## src/hw/rtl/wgm_pkg.sv

```systemverilog
// Shared constants, types and helpers of the wildcard glob matcher.
package wgm_pkg;

	localparam int MaxPattern = 64;
	localparam int LenW       = $clog2(MaxPattern + 1);
	localparam int IdxW       = $clog2(MaxPattern);
	localparam int Levels     = $clog2(MaxPattern + 1);

	localparam logic [7:0] StarByte  = 8'h2A;
	localparam logic [7:0] QmarkByte = 8'h3F;
	localparam logic [7:0] LowerA    = 8'h61;
	localparam logic [7:0] LowerZ    = 8'h7A;
	localparam logic [7:0] CaseDelta = 8'h20;

	localparam logic [2:0] RegCaseSensitive = 3'h0;

	typedef enum logic [1:0] {
		ModeClear   = 2'd0,
		ModeAppend  = 2'd1,
		ModeSubject = 2'd2,
		ModeEnd     = 2'd3
	} mode_t;

	typedef logic [MaxPattern:0]   pos_vec_t;
	typedef logic [MaxPattern-1:0] star_vec_t;

	function automatic logic [7:0] fold(input logic [7:0] b, input logic case_sensitive);
		logic [7:0] r;
		r = b;
		if (!case_sensitive && b >= LowerA && b <= LowerZ) begin
			r = b - CaseDelta;
		end
		return r;
	endfunction

endpackage

```

## src/hw/rtl/wgm_if.sv

```systemverilog
// Valid/ready channel interfaces for input items and match results.
interface wgm_item_if;
	import wgm_pkg::*;

	logic       valid;
	logic       ready;
	logic [1:0] mode;
	logic [7:0] char_byte;

	modport source (output valid, output mode, output char_byte, input ready);
	modport sink (input valid, input mode, input char_byte, output ready);
endinterface

interface wgm_result_if;
	logic valid;
	logic ready;
	logic matched;
	logic pattern_overflow;

	modport source (output valid, output matched, output pattern_overflow, input ready);
	modport sink (input valid, input matched, input pattern_overflow, output ready);
endinterface

```

## src/hw/rtl/wgm_closure.sv

```systemverilog
// Star closure of an active-position set, as a log-depth prefix network.
module wgm_closure (
	input  wgm_pkg::pos_vec_t  set,
	input  wgm_pkg::star_vec_t star,
	output wgm_pkg::pos_vec_t  closed
);
	import wgm_pkg::*;

	logic [Levels:0][MaxPattern:0] g;
	logic [Levels:0][MaxPattern:0] p;

	assign g[0] = set;
	assign p[0] = {star, 1'b0};

	for (genvar l = 0; l < Levels; l++) begin : g_level
		for (genvar i = 0; i <= MaxPattern; i++) begin : g_pos
			if (i >= (1 << l)) begin : g_merge
				assign g[l+1][i] = g[l][i] | (p[l][i] & g[l][i-(1<<l)]);
				assign p[l+1][i] = p[l][i] & p[l][i-(1<<l)];
			end else begin : g_pass
				assign g[l+1][i] = g[l][i];
				assign p[l+1][i] = p[l][i];
			end
		end
	end

	assign closed = g[Levels];

endmodule

```

## src/hw/rtl/wildcard_glob_matcher_top.sv

```systemverilog
// Top level of the wildcard glob matcher: input stage, pattern store, active set, result register.
//
// Whole-string matcher for patterns with '*' (any run of bytes) and '?' (any one byte).
// Mode 0 clears the pattern, mode 1 appends a pattern byte, mode 2 feeds a subject byte and
// mode 3 ends the subject and returns one result word; appending or clearing restarts any
// subject in progress. One word is accepted every cycle unless an end-of-subject word stalls
// in the input stage while the result register holds an untaken result. The per-cycle limit is
// the active-set update: star closure through a seven-level prefix network, then one compare per
// pattern position. A pattern of more than 64 bytes sets pattern_overflow and forces a miss.
// Register 0 at address 0, bit 0: case_sensitive (0 folds ASCII letters to upper case).
module wildcard_glob_matcher_top (
	input  logic         clk,
	input  logic         arst_n,
	wgm_item_if.sink     item,
	wgm_result_if.source result,
	input  logic         psel,
	input  logic         penable,
	input  logic         pwrite,
	input  logic [2:0]   paddr,
	input  logic [31:0]  pwdata,
	output logic [31:0]  prdata,
	output logic         pready
);
	import wgm_pkg::*;

	logic              cs_q;
	logic              valid_s1;
	mode_t             mode_s1;
	logic [7:0]        char_s1;
	logic [7:0]        store_q [MaxPattern];
	logic [LenW-1:0]   len_q;
	logic              ovf_q;
	pos_vec_t          active_q;
	logic              out_valid_q;
	logic              matched_q;
	logic              out_ovf_q;

	logic              adv_s1;
	logic              fire_s1;
	logic              room;
	logic [7:0]        c_fold;
	star_vec_t         star;
	star_vec_t         hit;
	pos_vec_t          cur;
	pos_vec_t          nxt;
	pos_vec_t          rearm;

	assign pready = 1'b1;
	assign prdata = (paddr == 3'(4 * RegCaseSensitive)) ? {31'b0, cs_q} : 32'b0;

	always_ff @(posedge clk or negedge arst_n) begin
		if (!arst_n) begin
			cs_q <= 1'b0;
		end else if (psel && penable && pwrite && paddr[2] == RegCaseSensitive[0]) begin
			cs_q <= pwdata[0];
		end
	end

	assign adv_s1      = (mode_s1 != ModeEnd) || !out_valid_q || result.ready;
	assign fire_s1     = valid_s1 && adv_s1;
	assign item.ready  = !valid_s1 || adv_s1;
	assign room        = len_q < LenW'(MaxPattern);
	assign c_fold      = fold(char_s1, cs_q);
	assign rearm       = pos_vec_t'(1);

	always_comb begin
		for (int i = 0; i < MaxPattern; i++) begin
			star[i] = (store_q[i] == StarByte) && (LenW'(i) < len_q);
			hit[i]  = (LenW'(i) < len_q) && (store_q[i] != StarByte)
			          && (store_q[i] == QmarkByte || fold(store_q[i], cs_q) == c_fold);
		end
	end

	wgm_closure u_closure (
		.set    (active_q),
		.star   (star),
		.closed (cur)
	);

	assign nxt = ({1'b0, star} & cur) | ({hit, 1'b0} & (cur << 1));

	always_ff @(posedge clk or negedge arst_n) begin
		if (!arst_n) begin
			valid_s1 <= 1'b0;
		end else if (item.ready) begin
			valid_s1 <= item.valid;
		end
	end

	always_ff @(posedge clk) begin
		if (item.ready && item.valid) begin
			mode_s1 <= mode_t'(item.mode);
			char_s1 <= item.char_byte;
		end
	end

	always_ff @(posedge clk) begin
		if (fire_s1 && mode_s1 == ModeAppend && room) begin
			store_q[len_q[IdxW-1:0]] <= char_s1;
		end
	end

	always_ff @(posedge clk or negedge arst_n) begin
		if (!arst_n) begin
			len_q    <= '0;
			ovf_q    <= 1'b0;
			active_q <= pos_vec_t'(1);
		end else if (fire_s1) begin
			case (mode_s1)
				ModeClear: begin
					len_q    <= '0;
					ovf_q    <= 1'b0;
					active_q <= rearm;
				end
				ModeAppend: begin
					if (room) begin
						len_q <= len_q + LenW'(1);
					end else begin
						ovf_q <= 1'b1;
					end
					active_q <= rearm;
				end
				ModeSubject: begin
					active_q <= nxt;
				end
				default: begin
					active_q <= rearm;
				end
			endcase
		end
	end

	always_ff @(posedge clk or negedge arst_n) begin
		if (!arst_n) begin
			out_valid_q <= 1'b0;
		end else if (fire_s1 && mode_s1 == ModeEnd) begin
			out_valid_q <= 1'b1;
		end else if (result.ready) begin
			out_valid_q <= 1'b0;
		end
	end

	always_ff @(posedge clk) begin
		if (fire_s1 && mode_s1 == ModeEnd) begin
			matched_q <= cur[len_q] && !ovf_q;
			out_ovf_q <= ovf_q;
		end
	end

	assign result.valid            = out_valid_q;
	assign result.matched          = matched_q;
	assign result.pattern_overflow = out_ovf_q;

endmodule

```

## src/flat_wrapper.sv

```systemverilog
// flat-port wrapper written by rule: the top's interface ports become plain ports
module wildcard_glob_matcher_top_flat import wgm_pkg::*;
  (clk, arst_n, psel, penable, pwrite, paddr, pwdata, prdata, pready, item_valid, item_mode, item_char_byte, item_ready, result_valid, result_matched, result_pattern_overflow, result_ready);
  wgm_item_if item_i ();
  wgm_result_if result_i ();
  input  logic clk;
  input  logic arst_n;
  input  logic psel;
  input  logic penable;
  input  logic pwrite;
  input  logic [2:0] paddr;
  input  logic [31:0] pwdata;
  output logic [31:0] prdata;
  output logic pready;
  input wire logic [$bits(item_i.valid)-1:0] item_valid;
  input wire logic [$bits(item_i.mode)-1:0] item_mode;
  input wire logic [$bits(item_i.char_byte)-1:0] item_char_byte;
  output wire logic [$bits(item_i.ready)-1:0] item_ready;
  output wire logic [$bits(result_i.valid)-1:0] result_valid;
  output wire logic [$bits(result_i.matched)-1:0] result_matched;
  output wire logic [$bits(result_i.pattern_overflow)-1:0] result_pattern_overflow;
  input wire logic [$bits(result_i.ready)-1:0] result_ready;
  assign item_i.valid = item_valid;
  assign item_i.mode = item_mode;
  assign item_i.char_byte = item_char_byte;
  assign item_ready = item_i.ready;
  assign result_valid = result_i.valid;
  assign result_matched = result_i.matched;
  assign result_pattern_overflow = result_i.pattern_overflow;
  assign result_i.ready = result_ready;
  wildcard_glob_matcher_top u_core (.clk(clk), .arst_n(arst_n), .item(item_i), .result(result_i), .psel(psel), .penable(penable), .pwrite(pwrite), .paddr(paddr), .pwdata(pwdata), .prdata(prdata), .pready(pready));
endmodule
```

## config.mk

```make
export PLATFORM = sky130hd
export DESIGN_NAME = wildcard_glob_matcher_top_flat
export DESIGN_NICKNAME = d
export VERILOG_FILES = /design/src/hw/rtl/wgm_pkg.sv /design/src/hw/rtl/wgm_if.sv /design/src/hw/rtl/wgm_closure.sv /design/src/hw/rtl/wildcard_glob_matcher_top.sv /design/src/flat_wrapper.sv
export SDC_FILE = /design/constraint.sdc
export NUM_CORES = 2
export LEC_CHECK = 0
export ABC_AREA = 1
export BUFFER_PORTS_ARGS = -buffer_cell sky130_fd_sc_hd__buf_2
export CORE_AREA = 2 2 220 384
export DETAILED_ROUTE_END_ITERATION = 10
export DIE_AREA = 0 0 222 386
export PLACE_DENSITY = 0.68
export SLEW_MARGIN = 10
export SYNTH_ARGS = -nofsm -noshare
export SYNTH_HDL_FRONTEND = slang
export SYNTH_SLANG_ARGS = --single-unit
```

## constraint.sdc

```tcl
create_clock -name clk -period 3.5 [get_ports clk]
set_input_delay 0 -clock clk [delete_from_list [all_inputs] [get_ports clk]]
set_output_delay 0 -clock clk [all_outputs]
set_load 0.01 [all_outputs]
```

# Word-level counts from Yosys, hierarchy flattened
# Memories as Yosys holds them, arrays and structs flattened.
# Index checks and enable logic that the tools add are counted.
[op_classes] addsub=66 multipliers=0 n_div=0 n_lt_le_gt_ge=196 eq_ne=262 n_shift=0 mux=77 bitwise=924 reduce_logical=408
[ops] op="== test 8 x 6 -> 1 bit (second input constant)" n=128
[ops] op="bitwise AND 1 bit" n=592
[ops] op="greater-or-equal comparator 8 x 7 -> 1 bit (second input constant)" n=65
[ops] op="<= comparator 8 x 7 -> 1 bit (second input constant)" n=65
[ops] op="2-to-1 mux 8 bit" n=65
[ops] op="subtractor 8 x 6 -> 8 bit (second input constant)" n=65
[ops] op="== test 8 bit" n=64
[ops] op="!= test 8 x 6 -> 1 bit (second input constant)" n=64
[ops] op="logical AND 1 bit" n=331
[ops] op="OR 1 bit" n=328
[ops] op="less-than comparator 6 x 7 -> 1 bit (first input constant)" n=32
[ops] op="less-than comparator 5 x 7 -> 1 bit (first input constant)" n=16
[ops] op="logical OR 1 bit" n=67
[ops] op="bitwise AND 64 x 65 -> 65 bit" n=1
[ops] op="bitwise AND 65 bit" n=1
[ops] op="2-to-1 mux 65 bit" n=1
[ops] op="OR 65 bit" n=1
[ops] op="less-than comparator 4 x 7 -> 1 bit (first input constant)" n=8
[ops] op="less-than comparator 3 x 7 -> 1 bit (first input constant)" n=4
[ops] op="less-than comparator 1 x 7 -> 1 bit (first input constant)" n=2
[ops] op="less-than comparator 2 x 7 -> 1 bit (first input constant)" n=2
[ops] op="one-hot mux 7 bit (2 select lines)" n=1
[ops] op="less-than comparator 7 x 8 -> 1 bit (second input constant)" n=1
[ops] op="adder 7 x 1 -> 7 bit (second input constant)" n=1
[ops] op="15 further kinds" n=28
[totals] ff_bits=88 latch_bits=0 ramBits=512 rom_bits=0 in_bits=52 elab_cells=1944 n_memories=1
[memory_table] memory="u_core.store_q" words=64 word_bits=8 rd=64 rd_ports_with_merged_regs=0 write_ports=1 line_no="wildcard_glob_matcher_top.sv:30" source="logic [7:0] store_q [MaxPattern];"

# Logic depth before layout (Yosys ltp)
# An unclocked memory read counts as a cell.
[logic_depth] ltp_word=19 mapped_depth=25 ltp_nobuf=24

# Modules after synthesis
# A second synthesis with hierarchy kept.
[unflattened] hier_cells=5898 hier_area_um2=41807.6
[modules_own_cells] module="wildcard_glob_matcher_top" instances=1 cells_per_inst=4961 area_per_inst_um2=37807.5 seq_area_each_um2=17638.2
[modules_own_cells] module="wgm_closure" instances=1 cells_per_inst=937 area_per_inst_um2=4000.1 seq_area_each_um2=0.0

# Least setup slack after synthesis
# No wires, ideal clock.
[synth_timing] kind="register to register" start="register u_core.char_s1[0]" end="register u_core.active_q[18]" setup_ns=0.083 arrival_ns=3.225 path_slack_ns=0.193 stages_incl_launch_ff=19 path_buffers=2 period_less_slack_ns=3.307 cell_sequence="edfxtp_1 > buf_2 > inv_1 > o21ai_0 > nand3_1 > nand3_1 > inv_1 > nand2_1 > nand2_1 > inv_2 > buf_2 > nor2_1 > nor4_1 > nand3_1 > o31ai_1 > nand4_1 > nand2_1 > nand2_1 > o21ai_0"
[synth_between] elab_chain_len=10
[synth_rtl] element="start, declared" line_no="wildcard_glob_matcher_top.sv:29" source="logic [7:0] char_s1;"
[synth_rtl] element="start signal, assigned" line_no="wildcard_glob_matcher_top.sv:93" source="char_s1 <= item.char_byte;"
[synth_rtl] element="greater-or-equal comparator 8 x 7 -> 1 bit" line_no="wgm_pkg.sv:30" source="if (!case_sensitive && b >= LowerA && b <= LowerZ) begin"
[synth_rtl] element="logical AND 1 bit (2 in a row)" line_no="wgm_pkg.sv:30"
[synth_rtl] element="2-to-1 mux 8 bit *" line_no="wgm_pkg.sv:30"
[synth_rtl] element="== test 8 bit *" line_no="wildcard_glob_matcher_top.sv:70" source="&& (store_q[i] == QmarkByte || fold(store_q[i], cs_q) == c_fold);"
[synth_rtl] element="logical OR 1 bit *" line_no="wildcard_glob_matcher_top.sv:70"
[synth_rtl] element="logical AND 1 bit *" line_no="wildcard_glob_matcher_top.sv:70"
[synth_rtl] element="bitwise AND 65 bit *" line_no="wildcard_glob_matcher_top.sv:80" source="assign nxt = ({1'b0, star} & cur) | ({hit, 1'b0} & (cur << 1));"
[synth_rtl] element="OR 65 bit *" line_no="wildcard_glob_matcher_top.sv:80"
[synth_rtl] element="2-to-1 mux 65 bit *" line_no="wildcard_glob_matcher_top.sv:109" source="case (mode_s1)"
[synth_rtl] element="end signal, assigned" line_no="wildcard_glob_matcher_top.sv:107" source="active_q <= pos_vec_t'(1);"
[synth_rtl] element="end signal, assigned" line_no="wildcard_glob_matcher_top.sv:113" source="active_q <= rearm;"
[synth_rtl] element="end signal, assigned" line_no="wildcard_glob_matcher_top.sv:121" source="active_q <= rearm;"
[synth_rtl] element="end, declared" line_no="wildcard_glob_matcher_top.sv:33" source="pos_vec_t active_q;"
# Mark *: on every way between the ends. The rest lies on a longest branch, timed or not.
# A chain may end at the register's enable or synchronous reset.

# Final worst setup path
[layout_timing] start="register u_core.len_q[2]" end="register u_core.active_q[55]"
[layout_between] elab_chain_len=16
[layout_rtl] element="start, declared" line_no="wildcard_glob_matcher_top.sv:31" source="logic [LenW-1:0] len_q;"
[layout_rtl] element="start signal, assigned" line_no="wildcard_glob_matcher_top.sv:117" source="len_q <= len_q + LenW'(1);"
[layout_rtl] element="less-than comparator 5 x 7 -> 1 bit (tied with other cells)" line_no="wildcard_glob_matcher_top.sv:68" source="star[i] = (store_q[i] == StarByte) && (LenW'(i) < len_q);"
[layout_rtl] element="logical AND 1 bit" line_no="wildcard_glob_matcher_top.sv:68"
[layout_rtl] element="bitwise AND 1 bit" line_no="wgm_closure.sv:18" source="assign g[l+1][i] = g[l][i] | (p[l][i] & g[l][i-(1<<l)]);"
[layout_rtl] element="OR 1 bit" line_no="wgm_closure.sv:18"
[layout_rtl] element="bitwise AND 1 bit" line_no="wgm_closure.sv:18"
[layout_rtl] element="OR 1 bit" line_no="wgm_closure.sv:18"
[layout_rtl] element="bitwise AND 1 bit" line_no="wgm_closure.sv:18"
[layout_rtl] element="OR 1 bit" line_no="wgm_closure.sv:18"
[layout_rtl] element="bitwise AND 1 bit" line_no="wgm_closure.sv:18"
[layout_rtl] element="OR 1 bit" line_no="wgm_closure.sv:18"
[layout_rtl] element="bitwise AND 1 bit / OR 1 bit (equally long branches)" line_no="wgm_closure.sv:18"
[layout_rtl] element="OR 1 bit / bitwise AND 1 bit (equally long branches)" line_no="wgm_closure.sv:18"
[layout_rtl] element="OR 1 bit" line_no="wgm_closure.sv:18"
[layout_rtl] element="bitwise AND 64 x 65 -> 65 bit / bitwise AND 65 bit (equally long branches)" line_no="wildcard_glob_matcher_top.sv:80"
[layout_rtl] element="OR 65 bit *" line_no="wildcard_glob_matcher_top.sv:80"
[layout_rtl] element="2-to-1 mux 65 bit *" line_no="wildcard_glob_matcher_top.sv:109"
# Marked as above.

==> results by group <==
Critical path
  – CP endpoint kind: register
  – CP startpoint kind: register
  – Cells on worst reg2reg path: 21
  – Crit path from: u_core.len_q[2]$_DFFE_PN0P_
  – Crit-path max FO: 8
  – R2R setup slack: 0.0002 ns
  – Critical path data required time: 4.04 ns
  – WS Path Type: reg2reg
  – RR Startpoint: u_core.len_q[2]$_DFFE_PN0P_
  – Reg-to-Reg End: u_core.active_q[55]$_DFFE_PN0P_
  – CP arrival: 4.04 ns

Detailed routing
  – Via count: 41400
  – Routed vias/inst: 5.81
  – WL final: 164000 um
  – Remaining antenna violation count: 0
  – Wirelength per Cell: 22.9 um
  – DR pass1 iterations: 8
  – Starting DRT DRC Count: 3831
  – # DRC: 0

Yosys
  – Ys Warns: 0
  – #FFs+latches synth: 600
  – Mapped Avg Cell Area: 7.49 um^2
  – Netlist cell types: 65
  – Area of the mapped netlist: 40900 um^2
  – Number of synthesized flops with an enable pin: 524
  – Sequential share of the synthesized area: 0.432
  – Post-synthesis async set-or-reset flop share: 0.127
  – Syn Inst Count: 5453
  – Post-synth top flop: edfxtp_1

Finish
  – Multi-input combinational cell area: 20100 um^2
  – Ant. Diodes: 0
  – # fillers: 7758
  – Layout cells sized above 1: 0.153
  – Area growth, synth to finish: 20.2%
  – Nets: 6140
  – Most common cell after layout, fill and taps aside: nand2_1
  – Register area: 17600 um^2
  – Final core utilization: 0.593
  – Commonest cells after routing, fill and taps aside: nand2_1 (1306), inv_1 (742), nor2_1 (721)

GRT
  – First-pass GRT wire length: 237000 um
  – Vias in the first global route: 40100
  – Largest net degree at the start of global routing: 84
  – Grt total ovfl: 0
  – GRT Total Usage: 0.376
  – Initial antenna violation count: 5

Die
  – # IOs: 89
  – Initial Util: 0.493
  – Die Area: 85700 um^2
  – Floorplan row count: 140
  – Die extent in y: 386 um
  – Die X: 222 um
  – Core area: 82900 um^2

Clock tree
  – Root Buffer: clkbuf_16
  – CTS Buffer Depth: 3
  – CTS sink cnt: 600
  – Clk_lat worst skew: 0.68 ns
  – CTS tree: done
  – Clock transition at the registers of the reported paths: 0.07 ns
  – CTS Buf Count: 57
  – Htree depth: 2

Power
  – P per Cell Area: 352 nW/um^2
  – Switching pwr: 0.00501 W
  – Internal: 0.0123 W
  – VDD IR-drop max: 0.530 mV
  – Combinational share of power: 0.174
  – Reg power frac: 0.458
  – LEAKAGE: 20.7 nW
  – Net Sw Frac: 0.290
  – Clock network power share: 0.368

Status
  – Status: finished clean

STA
  – Slew Viols, Final: 0
  – Final Skew: 0.0362 ns
  – Hold violation total from the final report: 0
  – Worst Setup Slack, final: 0.000225 ns
  – F_max: 286 MHz
  – Final setup viols: 0
  – Final Critical Period: 3.50 ns
  – Slew margin rel.: 0.303
  – RSZ-0062 raised after global routing: yes
  – Final period util: 1.00
  – Slew @ Worst Pin: 1.04 ns

Flow run
  – Max-cap viol count: 0

Placement
  – Pre-CTS setup slack: -0.301 ns
  – GP Congestion: 1.09
  – HPWL after DPL: 123000 um
  – Buffers added on ports: 25

Worst hold path
  – Hold/Removal Path Class: in2async
worst max path at each step:
stage	endpoint	slack, ns	cells past startpoint
global route	u_core.result.matched$_DFFE_PP_	-0.06	25
finish	u_core.active_q[55]$_DFFE_PN0P_	0.0002	21
floorplan	u_core.active_q[18]$_DFFE_PN0P_	0.19	18
CTS	u_core.result.matched$_DFFE_PP_	0.002	22
global placement	u_core.result.matched$_DFFE_PP_	-0.35	19
detailed placement	u_core.result.matched$_DFFE_PP_	-0.30	20
flip-flops by register name, indices dropped and copies added, names as in the netlist:
signal	count
u_core.result.valid	1
u_core.result.matched	1
u_core.cs_q	1
u_core.ovf_q	1
u_core.valid_s1	1
u_core.result.pattern_overflow	1
u_core.mode_s1	2
u_core.active_q	65
u_core.char_s1	8
u_core.len_q	7
u_core.store_q	512
power by group through the flow:
stage / logic [W] / clock network [W] / registers, W
after global routing: 0.00311 / 0.00664 / 0.00792
after floorplan: 0.00128 / 0 / 0.00808
after detailed placement: 0.00286 / 0 / 0.00806
final: 0.00302 / 0.00636 / 0.00792
after global placement: 0.00287 / 0 / 0.00806
after CTS: 0.00289 / 0.00643 / 0.00791
final cells by class:
class / instances / area share
tap: 1065 / 0.0271
clock inverter: 37 / 0.00754
sequential: 600 / 0.359
multi-input combinational: 3953 / 0.409
timing repair buffer: 644 / 0.107
inverter: 766 / 0.0587
clock buffer: 67 / 0.0309
per-layer routing:
metal	global-route usage	wire length, um	part of all wire
met5	0	0	0
met4	0.270	13600	0.083
met3	0.0375	9800	0.060
met2	0.673	80700	0.49
met1	0.419	59500	0.36
Yosys cell counts (22+ instances only):
cell type	instances	area, um^2
o22ai_1	90	563
nor2_1	772	2900
a221oi_1	43	377
nand2_1	1336	5010
nor3_1	107	536
ha_1	66	826
clkbuf_1	65	244
nand4_1	157	982
nor4_1	72	450
inv_1	746	2800
a21oi_1	147	736
edfxtp_1	524	15700
nand3_1	412	2060
o2111ai_1	33	289
buf_2	22	110
xnor2_1	62	543
nor2_2	33	206
o21ai_0	257	1290
o31ai_1	38	285
o21bai_1	39	293
buf_4	38	285
dfrtp_1	75	1880
xor2_1	77	674
buf_1	32	120
cell families after synthesis:
group,synth area share
XOR/XNOR,0.0298
AND/OR/NAND/NOR,0.306
AO/OA/AOI/OAI,0.121
other,0.000184
adder cells (fa/ha/maj),0.0202
buffers and inverters,0.0909
flip-flops,0.432
stage by stage:
step	setup TNS [ns]	cell area (um^2)	power [W]	instances	hold slack [ns]
after global routing	-0.0582	49100	0.0177	7132	0.0611
after global placement	-0.701	46500	0.0109	7008	0.159
final	0	49100	0.0173	7132	0.0142
after floorplan	0	41000	0.00935	5483	-0.296
after CTS	0	48700	0.0172	7128	0.00322
after detailed placement	-0.614	46500	0.0109	7008	0.166
worst max-delay path, stage by stage (launching register included):
cell and delay (ns):
dfrtp_1 0.43, buf_12 0.16, nand2_1 0.09, buf_4 0.28
inv_1 0.07, nand2_1 0.15, nand2_1 0.12, nand2_2 0.07
o21ai_0 0.18, buf_4 0.21, a21oi_1 0.17, nand2_1 0.18
a21oi_1 0.22, nor2_1 0.07, buf_4 0.13, nor2_1 0.17
buf_4 0.14, nand2_1 0.16, o211ai_1 0.17, nand2_1 0.07
nand2_1 0.06, nand2_1 0.05
timing repair:
action / in CTS / in global routing
hold buffers: 16 / 0
pin swaps: 0 / 5
hold endpoints to repair: 66 / 0
endpoints found under the setup margin: 5 / 19
resized for setup: 27 / 115
cloned: 0 / 0
buffers inserted: 0 / 4
(Power assumes the default switching activity.)
